<file path="src/hw/rtl/mrtd_pkg.sv">
// mrtd_pkg: shared types, constants and helpers for the multi-rate task dispatcher
// used by mrtd_cfg, mrtd_core and multi_rate_task_dispatcher; no dependencies
package mrtd_pkg;

	localparam int MAX_TASKS = 16;
	localparam int CNT_W     = 4;
	localparam int SLOT_W    = 4;
	localparam int IDX_W     = 3;
	localparam int NUM_REGS  = 5;

	// divider moduli of the cascade
	localparam int DIV_BASE = 9;
	localparam int DIV_2K   = 10;
	localparam int DIV_200  = 4;
	localparam int DIV_50   = 5;

	localparam int BASE_W = 4;
	localparam int D2K_W  = 4;
	localparam int D200_W = 3;
	localparam int D50_W  = 3;

	localparam int IN_DATA_W  = 8;
	localparam int OUT_DATA_W = 16;

	typedef enum logic [IDX_W-1:0] {
		REG_FAST_COUNT = 3'd0,
		REG_2K_COUNT   = 3'd1,
		REG_200_COUNT  = 3'd2,
		REG_50_COUNT   = 3'd3,
		REG_10_COUNT   = 3'd4
	} reg_idx_t;

	typedef enum logic [1:0] {
		GRP_2K  = 2'd0,
		GRP_200 = 2'd1,
		GRP_50  = 2'd2,
		GRP_10  = 2'd3
	} group_t;

	typedef struct packed {
		logic [CNT_W-1:0] fast_count;
		logic [CNT_W-1:0] cnt_2k;
		logic [CNT_W-1:0] cnt_200;
		logic [CNT_W-1:0] cnt_50;
		logic [CNT_W-1:0] cnt_10;
	} cfg_t;

	typedef struct packed {
		logic              fast_run;
		logic              early_valid;
		logic [SLOT_W-1:0] early_index;
		logic              chain_valid;
		group_t            chain_group;
		logic [SLOT_W-1:0] chain_index;
		logic [2:0]        wrap_level;
	} result_t;

	// group sizes above the slot range saturate at the last slot
	function automatic logic [SLOT_W-1:0] clamp_count(input logic [CNT_W-1:0] c);
		logic [SLOT_W-1:0] r;
		if (int'(c) > MAX_TASKS - 1)
			r = SLOT_W'(MAX_TASKS - 1);
		else
			r = SLOT_W'(c);
		return r;
	endfunction

endpackage

</file>
<file path="src/hw/rtl/mrtd_cfg.sv">
// mrtd_cfg: configuration register file of the dispatcher (group task counts)
// depends on mrtd_pkg
module mrtd_cfg (
	input  logic                     clk,
	input  logic                     arst_n,
	input  logic                     cfg_we,
	input  logic [mrtd_pkg::IDX_W-1:0] cfg_index,
	input  logic [mrtd_pkg::CNT_W-1:0] cfg_data,
	output mrtd_pkg::cfg_t           cfg
);
	import mrtd_pkg::*;

	cfg_t cfg_q;

	always_ff @(posedge clk or negedge arst_n) begin
		if (!arst_n) begin
			cfg_q <= '0;
		end else if (cfg_we) begin
			unique case (reg_idx_t'(cfg_index))
				REG_FAST_COUNT: cfg_q.fast_count <= cfg_data;
				REG_2K_COUNT:   cfg_q.cnt_2k     <= cfg_data;
				REG_200_COUNT:  cfg_q.cnt_200    <= cfg_data;
				REG_50_COUNT:   cfg_q.cnt_50     <= cfg_data;
				REG_10_COUNT:   cfg_q.cnt_10     <= cfg_data;
				default: ;
			endcase
		end
	end

	assign cfg = cfg_q;

endmodule

</file>
<file path="src/hw/rtl/mrtd_core.sv">
// mrtd_core: dispatch state (dividers, per-group slot indexes) and the
// single-pass tick update; depends on mrtd_pkg
module mrtd_core (
	input  logic             clk,
	input  logic             arst_n,
	input  logic             step,
	input  logic             tick,
	input  mrtd_pkg::cfg_t   cfg,
	output mrtd_pkg::result_t res
);
	import mrtd_pkg::*;

	logic [BASE_W-1:0] base_div_q;
	logic [D2K_W-1:0]  div_2k_q;
	logic [D200_W-1:0] div_200_q;
	logic [D50_W-1:0]  div_50_q;
	logic [SLOT_W-1:0] slot_q [4];

	logic [SLOT_W-1:0] cnt [4];
	logic [SLOT_W-1:0] slot_a [4];
	logic [SLOT_W-1:0] slot_b [4];
	logic [SLOT_W-1:0] slot_n [4];
	logic              early_v;
	logic              chain_v;
	logic [1:0]        chain_g;
	logic [BASE_W-1:0] base_inc, base_n;
	logic [D2K_W-1:0]  d2k_inc, d2k_n;
	logic [D200_W-1:0] d200_inc, d200_n;
	logic [D50_W-1:0]  d50_inc, d50_n;
	logic              w1, w2, w3, w4;

	always_comb begin
		cnt[0] = clamp_count(cfg.cnt_2k);
		cnt[1] = clamp_count(cfg.cnt_200);
		cnt[2] = clamp_count(cfg.cnt_50);
		cnt[3] = clamp_count(cfg.cnt_10);

		// slow group task goes out ahead of the chain
		slot_a  = slot_q;
		early_v = slot_q[3] < cnt[3];
		if (early_v)
			slot_a[3] = slot_q[3] + 1'b1;

		// priority chain sees the already advanced slow index
		slot_b  = slot_a;
		chain_v = 1'b0;
		chain_g = '0;
		priority if (slot_a[0] < cnt[0]) begin
			chain_v = 1'b1;
			chain_g = 2'd0;
		end else if (slot_a[1] < cnt[1]) begin
			chain_v = 1'b1;
			chain_g = 2'd1;
		end else if (slot_a[2] < cnt[2]) begin
			chain_v = 1'b1;
			chain_g = 2'd2;
		end else if (slot_a[3] < cnt[3]) begin
			chain_v = 1'b1;
			chain_g = 2'd3;
		end else begin
			chain_v = 1'b0;
		end
		if (chain_v)
			slot_b[chain_g] = slot_a[chain_g] + 1'b1;

		// divider cascade
		base_inc = base_div_q + 1'b1;
		d2k_inc  = div_2k_q + 1'b1;
		d200_inc = div_200_q + 1'b1;
		d50_inc  = div_50_q + 1'b1;
		w1 = int'(base_inc) >= DIV_BASE;
		w2 = w1 && (int'(d2k_inc) >= DIV_2K);
		w3 = w2 && (int'(d200_inc) >= DIV_200);
		w4 = w3 && (int'(d50_inc) >= DIV_50);

		base_n = w1 ? '0 : base_inc;
		d2k_n  = w2 ? '0 : (w1 ? d2k_inc : div_2k_q);
		d200_n = w3 ? '0 : (w2 ? d200_inc : div_200_q);
		d50_n  = w4 ? '0 : (w3 ? d50_inc : div_50_q);

		slot_n    = slot_b;
		if (w1) slot_n[0] = '0;
		if (w2) slot_n[1] = '0;
		if (w3) slot_n[2] = '0;
		if (w4) slot_n[3] = '0;

		res = '0;
		if (tick) begin
			res.fast_run    = cfg.fast_count != '0;
			res.early_valid = early_v;
			res.early_index = early_v ? slot_q[3] : '0;
			res.chain_valid = chain_v;
			res.chain_group = group_t'(chain_g);
			res.chain_index = chain_v ? slot_a[chain_g] : '0;
			res.wrap_level  = w4 ? 3'd4 : w3 ? 3'd3 : w2 ? 3'd2 : w1 ? 3'd1 : 3'd0;
		end
	end

	always_ff @(posedge clk or negedge arst_n) begin
		if (!arst_n) begin
			base_div_q <= '0;
			div_2k_q   <= '0;
			div_200_q  <= '0;
			div_50_q   <= '0;
			for (int i = 0; i < 4; i++)
				slot_q[i] <= '0;
		end else if (step && tick) begin
			base_div_q <= base_n;
			div_2k_q   <= d2k_n;
			div_200_q  <= d200_n;
			div_50_q   <= d50_n;
			slot_q     <= slot_n;
		end
	end

endmodule

</file>
<file path="src/hw/rtl/multi_rate_task_dispatcher.sv">
// multi_rate_task_dispatcher: one base tick in, one dispatch record out
// registered result valid in the next cycle; one tick per cycle unless output stalls
// the tick update is one pass of compares and increments ahead of the output register
// input is taken while a result waits if the result is taken in the same cycle
// reset (arst_n low) clears counts, dividers, slot indexes and the output register
module multi_rate_task_dispatcher (
	input  logic                              clk,
	input  logic                              arst_n,
	input  logic                              s_axis_tvalid,
	output logic                              s_axis_tready,
	input  logic [mrtd_pkg::IN_DATA_W-1:0]    s_axis_tdata,  // [0] tick, rest zero
	output logic                              m_axis_tvalid,
	input  logic                              m_axis_tready,
	// [0] fast_run, [1] early_slow_valid, [5:2] early_slow_index, [6] chain_valid,
	// [8:7] chain_group, [12:9] chain_index, [15:13] wrap_level
	output logic [mrtd_pkg::OUT_DATA_W-1:0]   m_axis_tdata,
	input  logic                              cfg_we,
	input  logic [mrtd_pkg::IDX_W-1:0]        cfg_index,
	input  logic [mrtd_pkg::CNT_W-1:0]        cfg_data
);
	import mrtd_pkg::*;

	cfg_t    cfg;
	result_t res;
	result_t res_q;
	logic    out_valid_q;
	logic    accept;

	assign s_axis_tready = !out_valid_q || m_axis_tready;
	assign accept        = s_axis_tvalid && s_axis_tready;

	mrtd_cfg u_cfg (
		.clk       (clk),
		.arst_n    (arst_n),
		.cfg_we    (cfg_we),
		.cfg_index (cfg_index),
		.cfg_data  (cfg_data),
		.cfg       (cfg)
	);

	mrtd_core u_core (
		.clk    (clk),
		.arst_n (arst_n),
		.step   (accept),
		.tick   (s_axis_tdata[0]),
		.cfg    (cfg),
		.res    (res)
	);

	always_ff @(posedge clk or negedge arst_n) begin
		if (!arst_n) begin
			out_valid_q <= 1'b0;
		end else if (accept) begin
			out_valid_q <= 1'b1;
		end else if (m_axis_tready) begin
			out_valid_q <= 1'b0;
		end
	end

	always_ff @(posedge clk or negedge arst_n) begin
		if (!arst_n) begin
			res_q <= '0;
		end else if (accept) begin
			res_q <= res;
		end
	end

	assign m_axis_tvalid = out_valid_q;
	assign m_axis_tdata  = {res_q.wrap_level, res_q.chain_index, res_q.chain_group,
		res_q.chain_valid, res_q.early_index, res_q.early_valid, res_q.fast_run};

`ifndef SYNTHESIS
	a_result_follows: assert property (@(posedge clk) disable iff (!arst_n)
		s_axis_tvalid && s_axis_tready |=> m_axis_tvalid)
		else $error("accepted tick produced no result");

	a_wrap_range: assert property (@(posedge clk) disable iff (!arst_n)
		m_axis_tvalid |-> m_axis_tdata[15:13] <= 3'd4)
		else $error("wrap level out of range");

	a_chain_idle_zero: assert property (@(posedge clk) disable iff (!arst_n)
		m_axis_tvalid && !m_axis_tdata[6] |-> m_axis_tdata[12:7] == 6'd0)
		else $error("chain fields set without a chain dispatch");

	a_slow_order: assert property (@(posedge clk) disable iff (!arst_n)
		m_axis_tvalid && m_axis_tdata[1] && m_axis_tdata[6] && m_axis_tdata[8:7] == 2'd3
		|-> m_axis_tdata[12:9] == m_axis_tdata[5:2] + 4'd1)
		else $error("chained slow task does not follow the early slow task");
`endif

endmodule

</file>
<file path="config.mk">
export PLATFORM = sky130hd
export DESIGN_NAME = multi_rate_task_dispatcher
export DESIGN_NICKNAME = d
export VERILOG_FILES = /design/src/hw/rtl/mrtd_pkg.sv /design/src/hw/rtl/mrtd_cfg.sv /design/src/hw/rtl/mrtd_core.sv /design/src/hw/rtl/multi_rate_task_dispatcher.sv
export SDC_FILE = /design/constraint.sdc
export NUM_CORES = 1
export LEC_CHECK = 0
export ABC_AREA = 1
export CORE_ASPECT_RATIO = 1.5
export CORE_UTILIZATION = 48
export DETAILED_ROUTE_END_ITERATION = 10
export DONT_BUFFER_PORTS = 1
export SLEW_MARGIN = 5
export SYNTH_ARGS = -nofsm -noshare
export SYNTH_HDL_FRONTEND = slang
export SYNTH_SLANG_ARGS = --single-unit
</file>
<file path="constraint.sdc">
create_clock -name clk -period 10.6 [get_ports clk]
set_clock_uncertainty 0.2 [all_clocks]
set_input_delay 1.59 -clock clk [delete_from_list [all_inputs] [get_ports clk]]
set_output_delay 1.59 -clock clk [all_outputs]
set_load 0.01 [all_outputs]
</file>
==> qor.yml, run 1 <==
clock_network:
  clock_latency_ns: 0.33
  clock-sinks: 67
  path_clk_slew_ns: 0.05
  ctsLongestPathBuffers: 2
  hold_buffers: 0
  cts_resized: 0
  cts.repair_timing.setup_buffer_count: 0
  numCtsBuffers: 9
  cts-root-buf: "clkbuf_16"
  cts_tree: "done"
  cts.htree.levels: 3
timing:
  timing.final.setup_violations: 0
  tns_ns: 0
  fin_crit_ns: 4.02
  finalHoldViolCount: 0
  slew_viol_final: 0
  grt_setup_unrepaired: "no"
  worstMarginPinSlew_ns: 0.480
  fmaxAchievable_mhz: 249
  relSlewSlack_pct: 67.7
  post-route-period-util_pct: 37.9
flow_run:
  cap_viol_max_count: 0
global_route:
  grt_pass1_wl_um: 12800
  gr-total-overflow: 0
  grt_max_degree: 68
  antenna_found_initial: 0
  grt_pass1_vias: 2754
  grt_usage_pct: 20.7
worst_setup_path:
  worstPathRequired_ns: 10.59
  critPathMaxStageDelay_ns: 0.45
  cpMostUsedCell: "nand2_1"
  cp_top_family: "simple AND/OR/NAND/NOR gates"
  crit_cells: 23
  critPathBufInv: 4
  crit_slowest_cell: "dfrtp_1"
  path_class: "reg -> reg"
  crit_arrival_ns: 4.01
  worst-r2r-cell-count: 23
  critPathCaptureType: "flop"
  crit_chain: "ha_1 -> a21oi_1 -> nand2_1 -> inv_1 -> nand2_1 -> o21ai_1 -> inv_1 -> ha_1 -> a21oi_2 -> inv_1 -> a21oi_4 -> nand2_2 -> nand2_4 -> nand2_4 -> nand2_1 -> inv_1 -> nor2_1 -> nor2_4 -> ha_1 -> xor2_2 -> nand2_1 -> nand2_1 -> o21ai_1"
  crit_fanout: 13
  start_kind: "flop"
layout:
  drive_above_1_share_pct: 12.6
  antenna_cells: 0
  final_common_cell: "nand2_1"
  final_cell_mix: "nand2_1 (112), inv_1 (69), dfrtp_1 (67)"
  final_nets: 504
  final_core_util_pct: 55.2
  syn_to_final_growth_pct: 11.4
floorplanning:
  dieWidth_um: 74.4
  ioPinCount: 38
  core_area_um2: 7610
  die_h_um: 111
  dieArea_um2: 8230
  rows: 39
  start_util_pct: 49.6
detailed_routing:
  drt_first_iter_violations: 142
  wl_um: 7720
  route.detailed.drc: 0
  ant_nets: 0
  via_count: 2826
  first_pass_iters: 4
  via_per_inst: 5.01
  wire_per_inst_um: 13.7
worst_hold_path:
  hp-class: "reg -> reg"
  whs_path_depth: 2
placed_design:
  port-buffer-count: 0
  place_congestion: 0.823
  dp_hpwl_um: 5820
synthesis:
  yosysSeqAreaShare_pct: 44.4
  synth.cell_area_um2: 3780
  avgSynthCellArea_um2: 8.37
  synth.distinct_cells: 39
  ys_warn_count: 0
  synth_nets: 496
  synth-seq-cells: 67
  syn_inst: 451
status:
  status: "finished, final reports clean"
pwr:
  ir_drop_mv: 0.174
  leakagePower_nw: 2.15
  power_density_nw_per_um2: 352
==> flip-flops by register name, indices dropped and copies added, names as in the netlist <==
name,flops
u_cfg.cfg,20
m_axis_tdata,16
u_core.slot_a,12
u_core.base_div_q,4
u_core.div_2k_q,4
u_core.slot_q,4
u_core.div_200_q,3
u_core.div_50_q,3
m_axis_tvalid,1
==> worst paths after layout <==
kind / from / endpoint / slack [ns]
min in group asynchronous: arst_n / u_core.base_div_q[3] / 0.76
worst max-delay path: u_core.slot_q[3] / u_core.slot_q[2] / 6.58
worst max register to register: u_core.slot_q[3] / u_core.slot_q[2] / 6.58
worst min register to register: u_cfg.cfg[1] / u_cfg.cfg[1] / 0.28
worst min-delay path: u_cfg.cfg[1] / u_cfg.cfg[1] / 0.28
max in group asynchronous: arst_n / u_cfg.cfg[15] / 9.33
==> where the power goes <==
group | total, mW | switching (mW) | internal [mW] | leakage (nW)
logic | 0.762 | 0.496 | 0.267 | 1.15
registers | 0.399 | 0.0674 | 0.332 | 0.847
clock network | 0.318 | 0.102 | 0.216 | 0.155
==> layer usage <==
metal	routed length [um]	up-vias	track usage, %
li1	-	1464	-
met1	3390	1304	25.2
met2	3990	48	34.8
met3	206	10	3.83
met4	136	0	8.43
met5	0	-	0
==> final cells by class <==
class | instances | area [um2]
clock buffers | 12 | 256
clock inverters | 2 | 60.1
fillers | 757 | 3410
inverters | 78 | 294
multi-input cells | 302 | 1780
flip-flops and latches | 67 | 1680
well taps | 102 | 128
repair buffers | 1 | 7.51
==> logic make-up (layout without fill, tap and decap cells) <==
logic type               after synthesis  in the layout  synth area share, %
buffers and inverters                 82             93                 8.38
XOR/XNOR                               9              9                 2.49
AO/OA/AOI/OAI                         76             76                 12.4
flip-flops                            67             67                 44.4
AND/OR/NAND/NOR                      192            192                 24.1
adder cells (fa/ha/maj)               25             25                 8.28
==> cell usage after synthesis <==
library cell / count / area, um2
nand2_1: 112 / 420
a21oi_2: 2 / 17.5
inv_1: 69 / 259
o22ai_1: 9 / 56.3
nand2_4: 4 / 45.0
o21ai_2: 2 / 17.5
inv_2: 8 / 30.0
a21oi_4: 1 / 16.3
nand4_1: 1 / 6.26
a32o_1: 1 / 10.0
nor2_1: 15 / 56.3
nor3b_2: 1 / 12.5
a22oi_1: 1 / 7.51
nand3_2: 3 / 30.0
o31ai_1: 2 / 15.0
xor2_2: 1 / 16.3
o21a_1: 1 / 7.51
a22o_1: 2 / 17.5
nor4_1: 1 / 6.26
clkbuf_1: 3 / 11.3
o211ai_1: 2 / 15.0
nand3b_1: 1 / 7.51
o311ai_4: 1 / 26.3
nor2_2: 1 / 6.26
xnor2_1: 1 / 8.76
o21ai_1: 4 / 20.0
nor3_1: 1 / 5.00
xor2_1: 6 / 52.6
clkinv_2: 1 / 5.00
nand3_4: 1 / 17.5
xnor2_2: 1 / 16.3
nand2_2: 13 / 81.3
o21ai_0: 41 / 205
buf_6: 1 / 11.3
nand3_1: 34 / 170
a21oi_1: 7 / 35.0
nor2_4: 4 / 45.0
dfrtp_1: 67 / 1680
ha_1: 25 / 313
==> through the flow <==
step	hold slack (ns)	instances	total power, mW	setup slack (ns)	cell area, um2
global placement	0.267	550	1.16	6.61	3890
floorplan	0.253	451	1.01	7.09	3780
detailed placement	0.273	550	1.17	6.59	3890
global route	0.300	564	1.60	6.20	4210
CTS	0.286	564	1.49	6.55	4210
finish	0.280	564	1.48	6.58	4210
==> tightest hold or removal path, delay by kind of cell (launching register included) <==
kind	cells	cell delay, ns
compound gates	1	0.05
simple gates	1	0.05
flops	1	0.34
Note: power is estimated with default switching activity, not from simulation.
==> inputs of run 2 (changes only) <==
--- a/config.mk
+++ b/config.mk
@@ -5,11 +5,12 @@
 export SDC_FILE = /design/constraint.sdc
 export NUM_CORES = 1
 export LEC_CHECK = 0
-export ABC_AREA = 1
+export ABC_AREA = 0
 export CORE_ASPECT_RATIO = 1.5
 export CORE_UTILIZATION = 48
 export DETAILED_ROUTE_END_ITERATION = 10
 export DONT_BUFFER_PORTS = 1
+export PLACE_DENSITY = 0.65
 export SLEW_MARGIN = 5
 export SYNTH_ARGS = -nofsm -noshare
 export SYNTH_HDL_FRONTEND = slang
==> constraint.sdc (replaced) <==
create_clock -name clk -period 3.6 [get_ports clk]
set_clock_uncertainty 0.2 [all_clocks]
set_input_delay 0.54 -clock clk [delete_from_list [all_inputs] [get_ports clk]]
set_output_delay 0.54 -clock clk [all_outputs]
set_load 0.01 [all_outputs]
==> qor.yml, run 2 <==
clock_network:
  numCtsBuffers: 9  # unchanged
  clock_latency_ns: 0.37  # was 0.33 ns
  cts-root-buf: "clkbuf_8"  # was clkbuf_16
  ctsLongestPathBuffers: 2  # unchanged
  cts_tree: "done"  # unchanged
  clock-sinks: 67  # unchanged
  cts.htree.levels: 3  # unchanged
  path_clk_slew_ns: 0.07  # was 0.05 ns
synthesis:
  ys.flop_type: "dfrtp_1"  # unchanged
  synthMuxAreaShare_pct: 3.69  # was 0%
  synth_area_leaders: "dfrtp_1 (46%), ha_1 (8.6%), o21ai_0 (6.6%)"  # was dfrtp_1 (44%), nand2_1 (11%), ha_1 (8.3%)
  synth_nets: 417  # was 496
  yosysMostFrequentCell: "dfrtp_1"  # was nand2_1
  synth.distinct_cells: 53  # was 39
  synth_top_area_share_pct: 46.3  # was 44.4%
  synth.cell_area_um2: 3620  # was 3780 um2
  synth_xor_area_share_pct: 2.38  # was 2.49%
  synth-seq-cells: 67  # unchanged
  yosysTopAreaCell: "dfrtp_1"  # unchanged
  ys_warn_count: 0  # unchanged
  synth_top_family_by_area: "compound AO/OA/AOI/OAI gates"  # was simple AND/OR/NAND/NOR gates
  synth_edf_count: 0  # unchanged
  synth-simple-area-share_pct: 17.1  # was 24.1%
  synth_compound_area_share_pct: 18.3  # was 12.4%
  yosysSeqAreaShare_pct: 46.3  # was 44.4%
  synth_fa_ha_area_share_pct: 8.63  # was 8.28%
  synth_common_cells: "dfrtp_1 (67), nand2_1 (64), o21ai_0 (48)"  # was nand2_1 (112), inv_1 (69), dfrtp_1 (67)
  syn_inst: 372  # was 451
  synthArstFlopShare_pct: 100  # unchanged
  avgSynthCellArea_um2: 9.74  # was 8.37 um2
timing:
  finalHoldViolCount: 0  # unchanged
  worstMarginPinSlew_ns: 0.743  # was 0.480 ns
  post-route-period-util_pct: 104  # was 37.9%
  fin_crit_ns: 3.73  # was 4.02 ns
  whs_ns: 0.0891  # was 0.280 ns
  layout_setup_ws_ns: -0.127  # was 6.58 ns
  fmaxAchievable_mhz: 268  # was 249 MHz
  grt_setup_unrepaired: "yes"  # was no
  relSlewSlack_pct: 50.1  # was 67.7%
  slew_viol_final: 0  # unchanged
  timing.final.setup_violations: 6  # was 0
layout:
  multiInputGateArea_um2: 2050  # was 1780 um2
  largest_reg_flops: 20  # unchanged
  syn_to_final_growth_pct: 22.9  # was 11.4%
  final_common_cell: "dfrtp_1"  # was nand2_1
  drive_above_1_share_pct: 23.7  # was 12.6%
  antenna_cells: 0  # unchanged
  final-seq-area_um2: 1680  # unchanged
  final_nets: 454  # was 504
  final_cell_mix: "dfrtp_1 (67), nand2_1 (64), o21ai_0 (44)"  # was nand2_1 (112), inv_1 (69), dfrtp_1 (67)
  nFillCells: 619  # was 757
detailed_routing:
  via_per_inst: 5.46  # was 5.01
  wire_per_inst_um: 16.1  # was 13.7 um
  ant_nets: 0  # unchanged
  drt_first_iter_violations: 111  # was 142
  via_count: 2808  # was 2826
  first_pass_iters: 4  # unchanged
  route.detailed.drc: 0  # unchanged
  wl_um: 8300  # was 7720 um
floorplanning:
  start_util_pct: 49.8  # was 49.6%
  core_area_um2: 7270  # was 7610 um2
  dieWidth_um: 73.0  # was 74.4 um
  ioPinCount: 38  # unchanged
  dieArea_um2: 7910  # was 8230 um2
  rows: 38  # was 39
  die_h_um: 108  # was 111 um
worst_setup_path:
  path_class: "reg -> reg"  # unchanged
  crit_fanout: 4  # was 13
  worstPathRequired_ns: 3.64  # was 10.59 ns
  cp_top_family: "compound AO/OA/AOI/OAI gates"  # was simple AND/OR/NAND/NOR gates
  critPathBufInv: 2  # was 4
  crit_chain: "ha_4 -> a21oi_4 -> a211o_4 -> a32o_2 -> ha_4 -> or2_4 -> a21oi_4 -> nor2_2 -> a31oi_4 -> o221ai_4 -> buf_6 -> nor4b_4 -> xor2_2 -> buf_4 -> o21ai_1"  # was ha_1 -> a21oi_1 -> nand2_1 -> inv_1 -> nand2_1 -> o21ai_1 -> inv_1 -> ha_1 -> a21oi_2 -> inv_1 -> a21oi_4 -> nand2_2 -> nand2_4 -> nand2_4 -> nand2_1 -> inv_1 -> nor2_1 -> nor2_4 -> ha_1 -> xor2_2 -> nand2_1 -> nand2_1 -> o21ai_1
  crit_slowest_cell: "dfrtp_1"  # unchanged
  crit_arrival_ns: 3.77  # was 4.01 ns
  critPathMaxStageDelay_ns: 0.41  # was 0.45 ns
  critPathCaptureType: "flop"  # unchanged
  start_kind: "flop"  # unchanged
pwr:
  switching_share_pct: 39.6  # was 45.0%
  clkPwrFrac_pct: 16.6  # was 21.5%
  ir_drop_mv: 0.511  # was 0.174 mV
  p_comb_share_pct: 56.4  # was 51.5%
  p_int_mw: 2.56  # was 814 uW
  p_sw_mw: 1.68  # was 665 uW
  seqPwrFrac_pct: 27.0  # about the same
  leakagePower_nw: 1.99  # was 2.15 nW
  power_density_nw_per_um2: 952  # was 352 nW/um2
global_route:
  grt_pass1_wl_um: 13900  # was 12800 um
  gr-total-overflow: 0  # unchanged
  grt_usage_pct: 23.9  # was 20.7%
  grt_max_degree: 68  # unchanged
  antenna_found_initial: 0  # unchanged
  grt_pass1_vias: 2892  # was 2754
worst_hold_path:
  hp-class: "in -> reg"  # was reg -> reg
placed_design:
  place_ws_ns: -0.237  # was 6.59 ns
  dp_hpwl_um: 5920  # was 5820 um
  port-buffer-count: 0  # unchanged
  place_congestion: 0.821  # was 0.823
flow_run:
  cap_viol_max_count: 0  # unchanged
status:
  failed_checks: "negative setup slack"
  status: "finished, violations left"  # was finished, final reports clean
-- run 2: changes by cell type after synthesis, sizes merged, moves of 4 or more --
cell | before | now
nand2 | 129 | 64
inv | 77 | 24
nand3 | 38 | 7
mux2 | 0 | 11
nand2b | 0 | 9
nor3 | 1 | 10
o21ai | 47 | 54
o22ai | 9 | 2
a21o | 0 | 4
-- run 2: what timing repair did --
item	4_1_cts	5_1_grt
setup buffers	4	2
resized for setup	11	27
hold buffers	2	0
hold endpoints to repair	67	0
endpoints found under the setup margin	12	12
pin swaps	14	16
-- run 2: logic make-up (layout without fill, tap and decap cells) --
| group | after synthesis | after routing |
|---|---|---|
| XOR/XNOR | 9 | 9 |
| adder cells (fa/ha/maj) | 25 | 25 |
| buffers and inverters | 31 | 73 |
| AND/OR/NAND/NOR | 130 | 130 |
| multiplexers | 12 | 12 |
| flip-flops | 67 | 67 |
| AO/OA/AOI/OAI | 98 | 98 |
-- run 2: final timing paths --
| path | start | endpoint | slack [ns] | cells past startpoint |
|---|---|---|---|---|
| setup / recovery | u_core.slot_q[1] | u_core.slot_a[15] | -0.13 | 15 |
| hold / removal | s_axis_tvalid | m_axis_tvalid | 0.09 | 1 |
| setup reg to reg | u_core.slot_q[1] | u_core.slot_a[15] | -0.13 | 15 |
| hold reg to reg | u_core.div_200_q[1] | u_core.div_200_q[1] | 0.30 | 2 |
| max in group asynchronous | arst_n | m_axis_tdata[0] | 2.39 | 2 |
| min in group asynchronous | arst_n | u_cfg.cfg[8] | 0.53 | 2 |
-- run 2: cell type report --
class / instances / area share (%)
tap: 100 / 2.81
clock inverter: 4 / 1.66
multi-input combinational: 274 / 46.1
sequential: 67 / 37.7
timing repair buffer: 33 / 6.49
inverter: 24 / 2.02
clock buffer: 12 / 3.26
-- run 2: layer usage --
metal	global-route usage, %	part of all wire [%]	up-vias	wire length, um
met5	0	0	-	0
met4	13.6	2.7	0	220
met3	5.87	4.3	15	360
met2	39.6	52	55	4350
met1	28.0	41	1348	3370
li1	-	-	1390	-
-- run 2: power by group through the flow --
stage / clock [mW] / combinational, mW / sequential, mW
after floorplan: 0 / 1.31 / 1.11
after global placement: 0 / 1.93 / 1.14
after detailed placement: 0 / 1.98 / 1.15
after CTS: 0.712 / 2.13 / 1.14
after global routing: 0.748 / 2.64 / 1.18
final: 0.704 / 2.39 / 1.14
-- run 2: per-stage QoR --
stage	utilization, %	area [um2]	power (mW)	std cells	setup TNS (ns)
after floorplan	-	3700	2.42	372	-0.0463
after global placement	54.6	3970	3.08	490	-1.55
after detailed placement	54.6	3970	3.13	490	-2.12
after CTS	59.3	4320	3.98	512	-1.14
after global routing	61.2	4450	4.56	514	-1.90
final	61.2	4450	4.24	514	-0.545
